[src/hw/rtl/tcpq_pkg.sv]
`timescale 1ns / 1ps
// Shared types and codes for the three-class priority queue.
// No dependencies.
package tcpq_pkg;

  // request action codes
  localparam logic ACT_INSERT = 1'b0;
  localparam logic ACT_POP    = 1'b1;

  // entry classes
  localparam logic [1:0] CLS_NONE = 2'd0;
  localparam logic [1:0] CLS_LOW  = 2'd1;
  localparam logic [1:0] CLS_MED  = 2'd2;
  localparam logic [1:0] CLS_HIGH = 2'd3;

  localparam int unsigned CLASS_BITS = 2;

  // control from the sequencer to the free slot pool
  typedef struct packed {
    logic rd;    // prefetch the top of the returned-slot stack
    logic take;  // consume the offered slot
    logic give;  // return a slot
  } pool_ctl_t;

endpackage

[src/hw/rtl/three_class_priority_queue_top.sv]
`timescale 1ns / 1ps
// Three-class strict priority queue, FIFO within class, kept as one linked order.
// Depends on tcpq_pkg, tcpq_ram and tcpq_free_pool.
//
//  channel  | handshake                 | payload
//  ---------+---------------------------+---------------------------------------------
//  request  | start_i, busy_o           | action_i, entry_class_i, entry_payload_i
//  result   | result_strobe_o (1 cycle) | out_payload_o, out_class_o, done_ok_o,
//           |                           | was_empty_o, was_full_o, occupancy_o,
//           |                           | inserts_total_o
//
// A request is taken when start_i is high and busy_o low; its result strobes in the cycle
// after the last work cycle. Insert behind an existing section: busy in ST_INS_A
// (read-modify of the predecessor link), then ST_INS_B (the new slot's link), both on
// the single link RAM port. Head insert: ST_INS_A only. Pop: ST_POP only. Rejected: none.
// Reset is asynchronous, active low; the queue comes up empty with no clearing pass.
// The receiver cannot stall: each result is on the ports for exactly one cycle.
module three_class_priority_queue_top import tcpq_pkg::*; #(
  parameter int unsigned SLOTS        = 64,
  parameter int unsigned PAYLOAD_BITS = 16
) (
  input  logic                       clk_i,
  input  logic                       rst_ni,
  input  logic                       start_i,
  output logic                       busy_o,
  input  logic                       action_i,
  input  logic [1:0]                 entry_class_i,
  input  logic [PAYLOAD_BITS-1:0]    entry_payload_i,
  output logic                       result_strobe_o,
  output logic [PAYLOAD_BITS-1:0]    out_payload_o,
  output logic [1:0]                 out_class_o,
  output logic                       done_ok_o,
  output logic                       was_empty_o,
  output logic                       was_full_o,
  output logic [$clog2(SLOTS+1)-1:0] occupancy_o,
  output logic [31:0]                inserts_total_o
);

  localparam int unsigned IW = $clog2(SLOTS);
  localparam int unsigned CW = $clog2(SLOTS + 1);
  localparam int unsigned DW = CLASS_BITS + PAYLOAD_BITS;

  typedef enum logic [1:0] {ST_IDLE, ST_INS_A, ST_INS_B, ST_POP} state_e;

  state_e                  state_q, state_d;
  logic [1:0]              class_q, class_d;
  logic [PAYLOAD_BITS-1:0] payload_q, payload_d;
  logic [IW-1:0]           slot_q, slot_d;
  logic [IW-1:0]           head_q, head_d;
  logic [IW-1:0]           tail_q [3];
  logic [IW-1:0]           tail_d [3];
  logic [2:0]              valid_q, valid_d;
  logic [CW-1:0]           held_q, held_d;
  logic [31:0]             tally_q, tally_d;

  logic                    res_strobe_q, res_strobe_d;
  logic [PAYLOAD_BITS-1:0] res_payload_q, res_payload_d;
  logic [1:0]              res_class_q, res_class_d;
  logic                    res_ok_q, res_ok_d;
  logic                    res_empty_q, res_empty_d;
  logic                    res_full_q, res_full_d;

  logic                    dram_en, dram_we;
  logic [IW-1:0]           dram_addr;
  logic [DW-1:0]           dram_wdata, dram_rdata;
  logic                    lram_en, lram_we;
  logic [IW-1:0]           lram_addr, lram_wdata, lram_rdata;

  pool_ctl_t               pool_ctl;
  logic [IW-1:0]           pool_slot;

  logic [1:0]              cls_in;
  logic [1:0]              cls_idx;
  logic                    found;
  logic [IW-1:0]           pred;
  logic [1:0]              pop_cls;
  logic [1:0]              pop_idx;

  // class zero is stored as low
  assign cls_in  = (entry_class_i == CLS_NONE) ? CLS_LOW : entry_class_i;
  assign cls_idx = class_q - 2'd1;
  assign pop_cls = (dram_rdata[PAYLOAD_BITS +: CLASS_BITS] == CLS_NONE) ? CLS_LOW
                   : dram_rdata[PAYLOAD_BITS +: CLASS_BITS];
  assign pop_idx = pop_cls - 2'd1;

  // predecessor: tail of the nearest non-empty section at or above the new entry's class
  always_comb begin
    case (class_q)
      CLS_HIGH: begin
        found = valid_q[2];
        pred  = tail_q[2];
      end
      CLS_MED: begin
        found = valid_q[1] | valid_q[2];
        pred  = valid_q[1] ? tail_q[1] : tail_q[2];
      end
      default: begin
        found = |valid_q;
        pred  = valid_q[0] ? tail_q[0] : (valid_q[1] ? tail_q[1] : tail_q[2]);
      end
    endcase
  end

  always_comb begin
    state_d       = state_q;
    class_d       = class_q;
    payload_d     = payload_q;
    slot_d        = slot_q;
    head_d        = head_q;
    tail_d        = tail_q;
    valid_d       = valid_q;
    held_d        = held_q;
    tally_d       = tally_q;
    res_strobe_d  = 1'b0;
    res_payload_d = res_payload_q;
    res_class_d   = res_class_q;
    res_ok_d      = res_ok_q;
    res_empty_d   = res_empty_q;
    res_full_d    = res_full_q;
    dram_en       = 1'b0;
    dram_we       = 1'b0;
    dram_addr     = head_q;
    dram_wdata    = {class_q, payload_q};
    lram_en       = 1'b0;
    lram_we       = 1'b0;
    lram_addr     = head_q;
    lram_wdata    = head_q;
    pool_ctl      = '0;

    case (state_q)
      ST_IDLE: begin
        if (start_i) begin
          if (action_i == ACT_INSERT) begin
            if (held_q == CW'(SLOTS)) begin
              // drop: store full
              res_strobe_d  = 1'b1;
              res_payload_d = '0;
              res_class_d   = CLS_NONE;
              res_ok_d      = 1'b0;
              res_empty_d   = 1'b0;
              res_full_d    = 1'b1;
            end else begin
              pool_ctl.rd = 1'b1;
              class_d     = cls_in;
              payload_d   = entry_payload_i;
              state_d     = ST_INS_A;
            end
          end else begin
            if (held_q == '0) begin
              res_strobe_d  = 1'b1;
              res_payload_d = '0;
              res_class_d   = CLS_NONE;
              res_ok_d      = 1'b0;
              res_empty_d   = 1'b1;
              res_full_d    = 1'b0;
            end else begin
              dram_en = 1'b1;
              lram_en = 1'b1;
              state_d = ST_POP;
            end
          end
        end
      end

      ST_INS_A: begin
        pool_ctl.take    = 1'b1;
        slot_d           = pool_slot;
        dram_en          = 1'b1;
        dram_we          = 1'b1;
        dram_addr        = pool_slot;
        lram_en          = 1'b1;
        lram_we          = 1'b1;
        tail_d[cls_idx]  = pool_slot;
        valid_d[cls_idx] = 1'b1;
        held_d           = held_q + CW'(1);
        tally_d          = tally_q + 32'd1;
        if (found) begin
          // splice after pred, fetching its old successor in the same access
          lram_addr  = pred;
          lram_wdata = pool_slot;
          state_d    = ST_INS_B;
        end else begin
          lram_addr  = pool_slot;
          lram_wdata = head_q;
          head_d     = pool_slot;
          state_d    = ST_IDLE;
        end
        if (!found) begin
          res_strobe_d  = 1'b1;
          res_payload_d = '0;
          res_class_d   = CLS_NONE;
          res_ok_d      = 1'b1;
          res_empty_d   = 1'b0;
          res_full_d    = 1'b0;
        end
      end

      ST_INS_B: begin
        lram_en       = 1'b1;
        lram_we       = 1'b1;
        lram_addr     = slot_q;
        lram_wdata    = lram_rdata;
        state_d       = ST_IDLE;
        res_strobe_d  = 1'b1;
        res_payload_d = '0;
        res_class_d   = CLS_NONE;
        res_ok_d      = 1'b1;
        res_empty_d   = 1'b0;
        res_full_d    = 1'b0;
      end

      ST_POP: begin
        head_d        = lram_rdata;
        pool_ctl.give = 1'b1;
        held_d        = held_q - CW'(1);
        if (valid_q[pop_idx] && (tail_q[pop_idx] == head_q)) begin
          valid_d[pop_idx] = 1'b0;
        end
        if (held_q == CW'(1)) begin
          valid_d = '0;
        end
        state_d       = ST_IDLE;
        res_strobe_d  = 1'b1;
        res_payload_d = dram_rdata[PAYLOAD_BITS-1:0];
        res_class_d   = pop_cls;
        res_ok_d      = 1'b1;
        res_empty_d   = 1'b0;
        res_full_d    = 1'b0;
      end

      default: begin
        state_d = ST_IDLE;
      end
    endcase
  end

  always_ff @(posedge clk_i or negedge rst_ni) begin
    if (!rst_ni) begin
      state_q       <= ST_IDLE;
      class_q       <= CLS_LOW;
      payload_q     <= '0;
      slot_q        <= '0;
      head_q        <= '0;
      tail_q        <= '{default: '0};
      valid_q       <= '0;
      held_q        <= '0;
      tally_q       <= '0;
      res_strobe_q  <= 1'b0;
      res_payload_q <= '0;
      res_class_q   <= CLS_NONE;
      res_ok_q      <= 1'b0;
      res_empty_q   <= 1'b0;
      res_full_q    <= 1'b0;
    end else begin
      state_q       <= state_d;
      class_q       <= class_d;
      payload_q     <= payload_d;
      slot_q        <= slot_d;
      head_q        <= head_d;
      tail_q        <= tail_d;
      valid_q       <= valid_d;
      held_q        <= held_d;
      tally_q       <= tally_d;
      res_strobe_q  <= res_strobe_d;
      res_payload_q <= res_payload_d;
      res_class_q   <= res_class_d;
      res_ok_q      <= res_ok_d;
      res_empty_q   <= res_empty_d;
      res_full_q    <= res_full_d;
    end
  end

  tcpq_ram #(
    .Width (DW),
    .Depth (SLOTS)
  ) u_data_ram (
    .clk_i   (clk_i),
    .en_i    (dram_en),
    .we_i    (dram_we),
    .addr_i  (dram_addr),
    .wdata_i (dram_wdata),
    .rdata_o (dram_rdata)
  );

  tcpq_ram #(
    .Width (IW),
    .Depth (SLOTS)
  ) u_link_ram (
    .clk_i   (clk_i),
    .en_i    (lram_en),
    .we_i    (lram_we),
    .addr_i  (lram_addr),
    .wdata_i (lram_wdata),
    .rdata_o (lram_rdata)
  );

  tcpq_free_pool #(
    .Slots (SLOTS)
  ) u_pool (
    .clk_i       (clk_i),
    .rst_ni      (rst_ni),
    .ctl_i       (pool_ctl),
    .give_slot_i (head_q),
    .slot_o      (pool_slot)
  );

  assign busy_o          = (state_q != ST_IDLE);
  assign result_strobe_o = res_strobe_q;
  assign out_payload_o   = res_payload_q;
  assign out_class_o     = res_class_q;
  assign done_ok_o       = res_ok_q;
  assign was_empty_o     = res_empty_q;
  assign was_full_o      = res_full_q;
  assign occupancy_o     = held_q;
  assign inserts_total_o = tally_q;

`ifndef NO_ASSERTIONS
  a_one_outcome: assert property (@(posedge clk_i) disable iff (!rst_ni)
    res_strobe_q |-> $onehot({res_ok_q, res_empty_q, res_full_q}))
    else $error("result carries more or less than one outcome");

  a_held_bound: assert property (@(posedge clk_i) disable iff (!rst_ni)
    held_q <= CW'(SLOTS))
    else $error("occupancy above slot count");

  a_empty_sections: assert property (@(posedge clk_i) disable iff (!rst_ni)
    (held_q == '0) |-> (valid_q == '0))
    else $error("section marked non-empty in empty queue");

  a_strobe_idle: assert property (@(posedge clk_i) disable iff (!rst_ni)
    res_strobe_q |-> (state_q == ST_IDLE))
    else $error("result strobe while work is still in progress");

  a_insert_busy: assert property (@(posedge clk_i) disable iff (!rst_ni)
    (start_i && !busy_o && (action_i == ACT_INSERT) && (held_q != CW'(SLOTS)))
      |=> (busy_o && !res_strobe_q))
    else $error("accepted insert did not start work");
`endif

endmodule

[src/hw/rtl/tcpq_ram.sv]
`timescale 1ns / 1ps
// Single-port synchronous RAM, read-first, with registered read data.
// No dependencies.
module tcpq_ram #(
  parameter int unsigned Width = 8,
  parameter int unsigned Depth = 64
) (
  input  logic                     clk_i,
  input  logic                     en_i,
  input  logic                     we_i,
  input  logic [$clog2(Depth)-1:0] addr_i,
  input  logic [Width-1:0]         wdata_i,
  output logic [Width-1:0]         rdata_o
);

  logic [Width-1:0] mem_q [Depth];
  logic [Width-1:0] rdata_q;

  // read returns the old word when the same address is written
  always_ff @(posedge clk_i) begin
    if (en_i) begin
      rdata_q <= mem_q[addr_i];
      if (we_i) begin
        mem_q[addr_i] <= wdata_i;
      end
    end
  end

  assign rdata_o = rdata_q;

endmodule

[src/hw/rtl/tcpq_free_pool.sv]
`timescale 1ns / 1ps
// Free slot pool: hands out never-used slots by counter, then returned slots from a stack.
// Depends on tcpq_pkg and tcpq_ram.
module tcpq_free_pool import tcpq_pkg::*; #(
  parameter int unsigned Slots = 64
) (
  input  logic                     clk_i,
  input  logic                     rst_ni,
  input  pool_ctl_t                ctl_i,
  input  logic [$clog2(Slots)-1:0] give_slot_i,
  output logic [$clog2(Slots)-1:0] slot_o
);

  localparam int unsigned IW = $clog2(Slots);
  localparam int unsigned CW = $clog2(Slots + 1);

  logic [CW-1:0] fresh_q, fresh_d;
  logic [CW-1:0] stk_cnt_q, stk_cnt_d;
  logic [CW-1:0] stk_dec;
  logic          fresh_left;
  logic          stk_en;
  logic [IW-1:0] stk_addr;
  logic [IW-1:0] stk_rdata;

  assign fresh_left = (fresh_q != CW'(Slots));
  assign stk_dec    = stk_cnt_q - CW'(1);
  assign stk_en     = ctl_i.rd | ctl_i.give;
  assign stk_addr   = ctl_i.give ? stk_cnt_q[IW-1:0] : stk_dec[IW-1:0];
  assign slot_o     = fresh_left ? fresh_q[IW-1:0] : stk_rdata;

  always_comb begin
    fresh_d   = fresh_q;
    stk_cnt_d = stk_cnt_q;
    if (ctl_i.take) begin
      if (fresh_left) begin
        fresh_d = fresh_q + CW'(1);
      end else begin
        stk_cnt_d = stk_dec;
      end
    end
    if (ctl_i.give) begin
      stk_cnt_d = stk_cnt_q + CW'(1);
    end
  end

  always_ff @(posedge clk_i or negedge rst_ni) begin
    if (!rst_ni) begin
      fresh_q   <= '0;
      stk_cnt_q <= '0;
    end else begin
      fresh_q   <= fresh_d;
      stk_cnt_q <= stk_cnt_d;
    end
  end

  tcpq_ram #(
    .Width (IW),
    .Depth (Slots)
  ) u_stack (
    .clk_i   (clk_i),
    .en_i    (stk_en),
    .we_i    (ctl_i.give),
    .addr_i  (stk_addr),
    .wdata_i (give_slot_i),
    .rdata_o (stk_rdata)
  );

endmodule

[config.mk]
export PLATFORM = sky130hd
export DESIGN_NAME = three_class_priority_queue_top
export DESIGN_NICKNAME = d
export VERILOG_FILES = /design/src/hw/rtl/tcpq_pkg.sv /design/src/hw/rtl/three_class_priority_queue_top.sv /design/src/hw/rtl/tcpq_ram.sv /design/src/hw/rtl/tcpq_free_pool.sv
export SDC_FILE = /design/constraint.sdc
export NUM_CORES = 2
export LEC_CHECK = 0
export BUFFER_PORTS_ARGS = -buffer_cell sky130_fd_sc_hd__buf_2
export CORE_MARGIN = 2
export CORE_UTILIZATION = 55
export CTS_CLUSTER_SIZE = 10
export DETAILED_ROUTE_END_ITERATION = 12
export PLACE_DENSITY = 0.68
export SYNTH_ARGS = -nofsm -noshare
export SYNTH_HDL_FRONTEND = slang
export SYNTH_SLANG_ARGS = --single-unit
[constraint.sdc]
create_clock -name clk_i -period 9.3 [get_ports clk_i]
set_clock_uncertainty 0.05 [all_clocks]
set_input_delay 1.395 -clock clk_i [delete_from_list [all_inputs] [get_ports clk_i]]
set_output_delay 1.395 -clock clk_i [all_outputs]
set_load 0.01 [all_outputs]
==> impl_metrics.yaml <==
clock_tree:
  clock_path_buffers: 3
  cts_tree: "yes"
  post_cts_buffers: 0
  clkLatencyLatePin_ns: 0.86
  cts_resized: 0
  htree_levels: 4
  cts_root_buffer: "clkbuf_16"
  cts_made_buffers: 227
  cts.sinks: 2077
  clk_pin_slew_ns: 0.05
  postCtsHoldBufs: 0
sta:
  fin_setup_tns_ns: 0
  holdWs_ns: 0.427
  finalHoldViolations: 0
  min_period_ns: 6.20
  period_share: 0.667
  relSlewSlack: 0.00388
  rsz0062_at_grt: "no"
  fmax_mhz: 161
  finalSetupViolCount: 0
  fin_ws_ns: 3.10
  drv_slew: 0
  tightest_slew_ns: 1.48
final_layout:
  areaGrowthSynthToFinish_pct: 11.7
  seq_area_um2: 61800
  layout_commonest_cell: "edfxtp_1"
  nNetsFinal: 5153
  multi_input_area_um2: 16900
  layout-drive-gt1-share: 0.132
  layout_common_cells: "edfxtp_1, nand2_1, a22oi_1"
  design_area_um2: 89100
  fillerInstances: 10189
place:
  place_ws_ns: 3.15
  port_buffers: 83
  gp_congestion: 0.893
  post-dp-hpwl_mm: 131
  dpl_cell_area_um2: 82700
floorplan:
  fp-row-count: 139
  die_w_um: 385
  core-area_um2: 144000
  die-area_um2: 148000
  fp.dieH_um: 385
  ios: 84
  initial_core_util: 0.554
grt:
  grt_util_met2: 0.461
  antenna_found_initial: 10
  grt_busiest_layer: "met2"
  use_met3: 0.0705
  grt_start_max_net_pins: 102
  grt_util_met1: 0.423
  grt_pass1_vias: 46196
  grt_overflow: 0
  grt_pass1_wl_mm: 325
  track_usage: 0.303
setup_path:
  reg2reg_slack_ns: 3.10
  slowest_delay_ns: 1.06
  critPathArrivalTime_ns: 6.69
  cpMostUsedCell: "buf_4"
  cp-start-kind: "register"
  crit_type: "reg2reg"
  worstPathMaxFanout: 49
  critPathSlowestCell: "a2111oi_0"
  critical_path.cell_chain: "inv_1, ha_2, buf_4, and2_1, o21ai_0, nand3_4, buf_4, a21oi_4, buf_4, buf_4, a22oi_1, o2111ai_1, a2111oi_0, nand4_1"
  critPathCaptureType: "register"
  required_ns: 9.79
synthesis:
  synth_top_area_frac: 0.734
  yosysUniqueCellTypes: 96
  synth-edff-count: 1950
  synth_top_family_by_area: "compound AO/OA/AOI/OAI gates"
  syn_area_um2: 79700
  synthXorXnorAreaFrac: 0.00703
  synth_nets: 5013
  ys_warn_count: 0
  synth_cells: 4977
  synth.avg_cell_area_um2: 16.0
  synth-async-reset-ratio: 0.0611
  synth_ff_type: "edfxtp_1"
  synth-simple-area-share: 0.0605
  synth_top_area_cell: "edfxtp_1"
  ys_seq_area_frac: 0.774
  muxShareOfSynthArea: 0.0196
  synthAdderAreaFrac: 0.00220
  ys_top_cells_by_area: "edfxtp_1, dfrtp_1, a22oi_1"
  synth_compound_area_frac: 0.117
  synth-seq-cells: 2077
pwr:
  power.density_nw_per_um2: 377
  total_power_w: 0.0336
  total_leakage_power_nw: 29.0
  vdd_ir_drop_max_uv: 504
routing:
  routed_wl_mm: 226
  route.detailed.drc: 0
  first_iter_violations: 7914
  drtAntennaViolNets: 0
  dr_total_vias: 48604
  first_pass_iters: 8
  drt-wirelength-per-cell_um: 31.7
  drt-vias-per-instance: 6.81
min_path:
  hp-class: "reg2reg"
job:
  cap_violations: 1
outcome:
  status: "finished, violations left"
  violations: "max-capacitance violations"
## worst paths after layout
| kind | from | endpoint | cells past startpoint |
|---|---|---|---|
| setup / recovery | state_q[1] | u_data_ram.rdata_o[2] | 14 |
| hold / removal | out_payload_o[1] | out_payload_o[1] | 2 |
| setup reg to reg | state_q[1] | u_data_ram.rdata_o[2] | 14 |
| hold reg to reg | out_payload_o[1] | out_payload_o[1] | 2 |
| max in group asynchronous | rst_ni | head_q[5] | 2 |
| min in group asynchronous | rst_ni | out_payload_o[8] | 1 |
## routing by layer
layer / up-vias / routed length, um
met4: 8 / 10400
met5: - / 56
li1: 20265 / -
met3: 532 / 27100
met2: 3280 / 104000
met1: 24519 / 84900
## metrics by stage
stage                     utilization  cells
final                           0.619   7137
after global routing            0.619   7134
after CTS                       0.619   7134
after detailed placement        0.575   6791
after global placement          0.575   6791
after floorplan                     -   4977
## cells in the mapped netlist (9+ instances only)
library cell  instances
a211oi_1             33
a21o_1               18
a21oi_1             167
a221o_1              20
a221oi_1             97
a222oi_1            174
a22o_1               38
a22oi_1             305
a311oi_1             22
a31oi_1              70
a41oi_1              16
and2_1               14
and3_1               15
buf_1                39
buf_2               131
buf_4                 9
clkbuf_1            138
dfrtp_1             126
edfxtp_1           1950
ha_1                 14
inv_1                21
mux2_2               48
mux2i_1              94
nand2_1             494
nand2b_1             15
nand3_1              97
nand4_1              29
nor2_1              306
nor2b_1              12
nor3_1               22
nor3b_1              24
nor4_1               14
o2111ai_1            10
o211ai_1             15
o21ai_0             119
o22a_1               11
o22ai_1              29
o2bb2ai_1             9
xnor2_1              45
xor2_1               19
## critical path: cells and delay by family (launching register included)
kind | cells | cell delay, ns
buf+inv | 5 | 2.06
compound gates | 5 | 1.79
fa+ha+maj | 1 | 0.47
simple gates | 3 | 1.05
flops | 1 | 0.42
## power breakdown
part / leakage [nW] / internal, W / switching [W] / total, W
clock: 3.04 / 0.00447 / 0.00344 / 0.00792
combinational: 6.67 / 0.00341 / 0.00954 / 0.0130
sequential: 19.3 / 0.0123 / 0.000370 / 0.0127
total: 29.0 / 0.0202 / 0.0134 / 0.0336
## cell families (layout without fill, tap and decap cells)
family | Yosys count | count (layout)
other cells | 0 | 3
xor+xnor | 64 | 64
flops | 2077 | 2077
simple gates | 1096 | 1096
buf+inv | 343 | 597
compound gates | 1236 | 1236
mux | 147 | 147
fa+ha+maj | 14 | 14
## sequential cells by signal, indices dropped and copies added (netlist names), 16 cells and up
| name | flops |
|---|---|
| inserts_total_o | 32 |
| u_data_ram.mem_q | 1152 |
| u_data_ram.rdata_o | 18 |
| out_payload_o | 16 |
| payload_q | 16 |
| tail_q | 18 |
| u_link_ram.mem_q | 384 |
| u_pool.u_stack.mem_q | 384 |
## final cells by class
type,instances,area share
Inverter,21,0.000885
Timing Repair Buffer,233,0.0178
Tap cell,1903,0.0267
Multi-Input combinational cell,2557,0.190
Clock inverter,19,0.00315
Antenna cell,3,0.0000843
Sequential cell,2077,0.693
Clock buffer,324,0.0679
No activity file was read; power rests on OpenSTA's default activity.
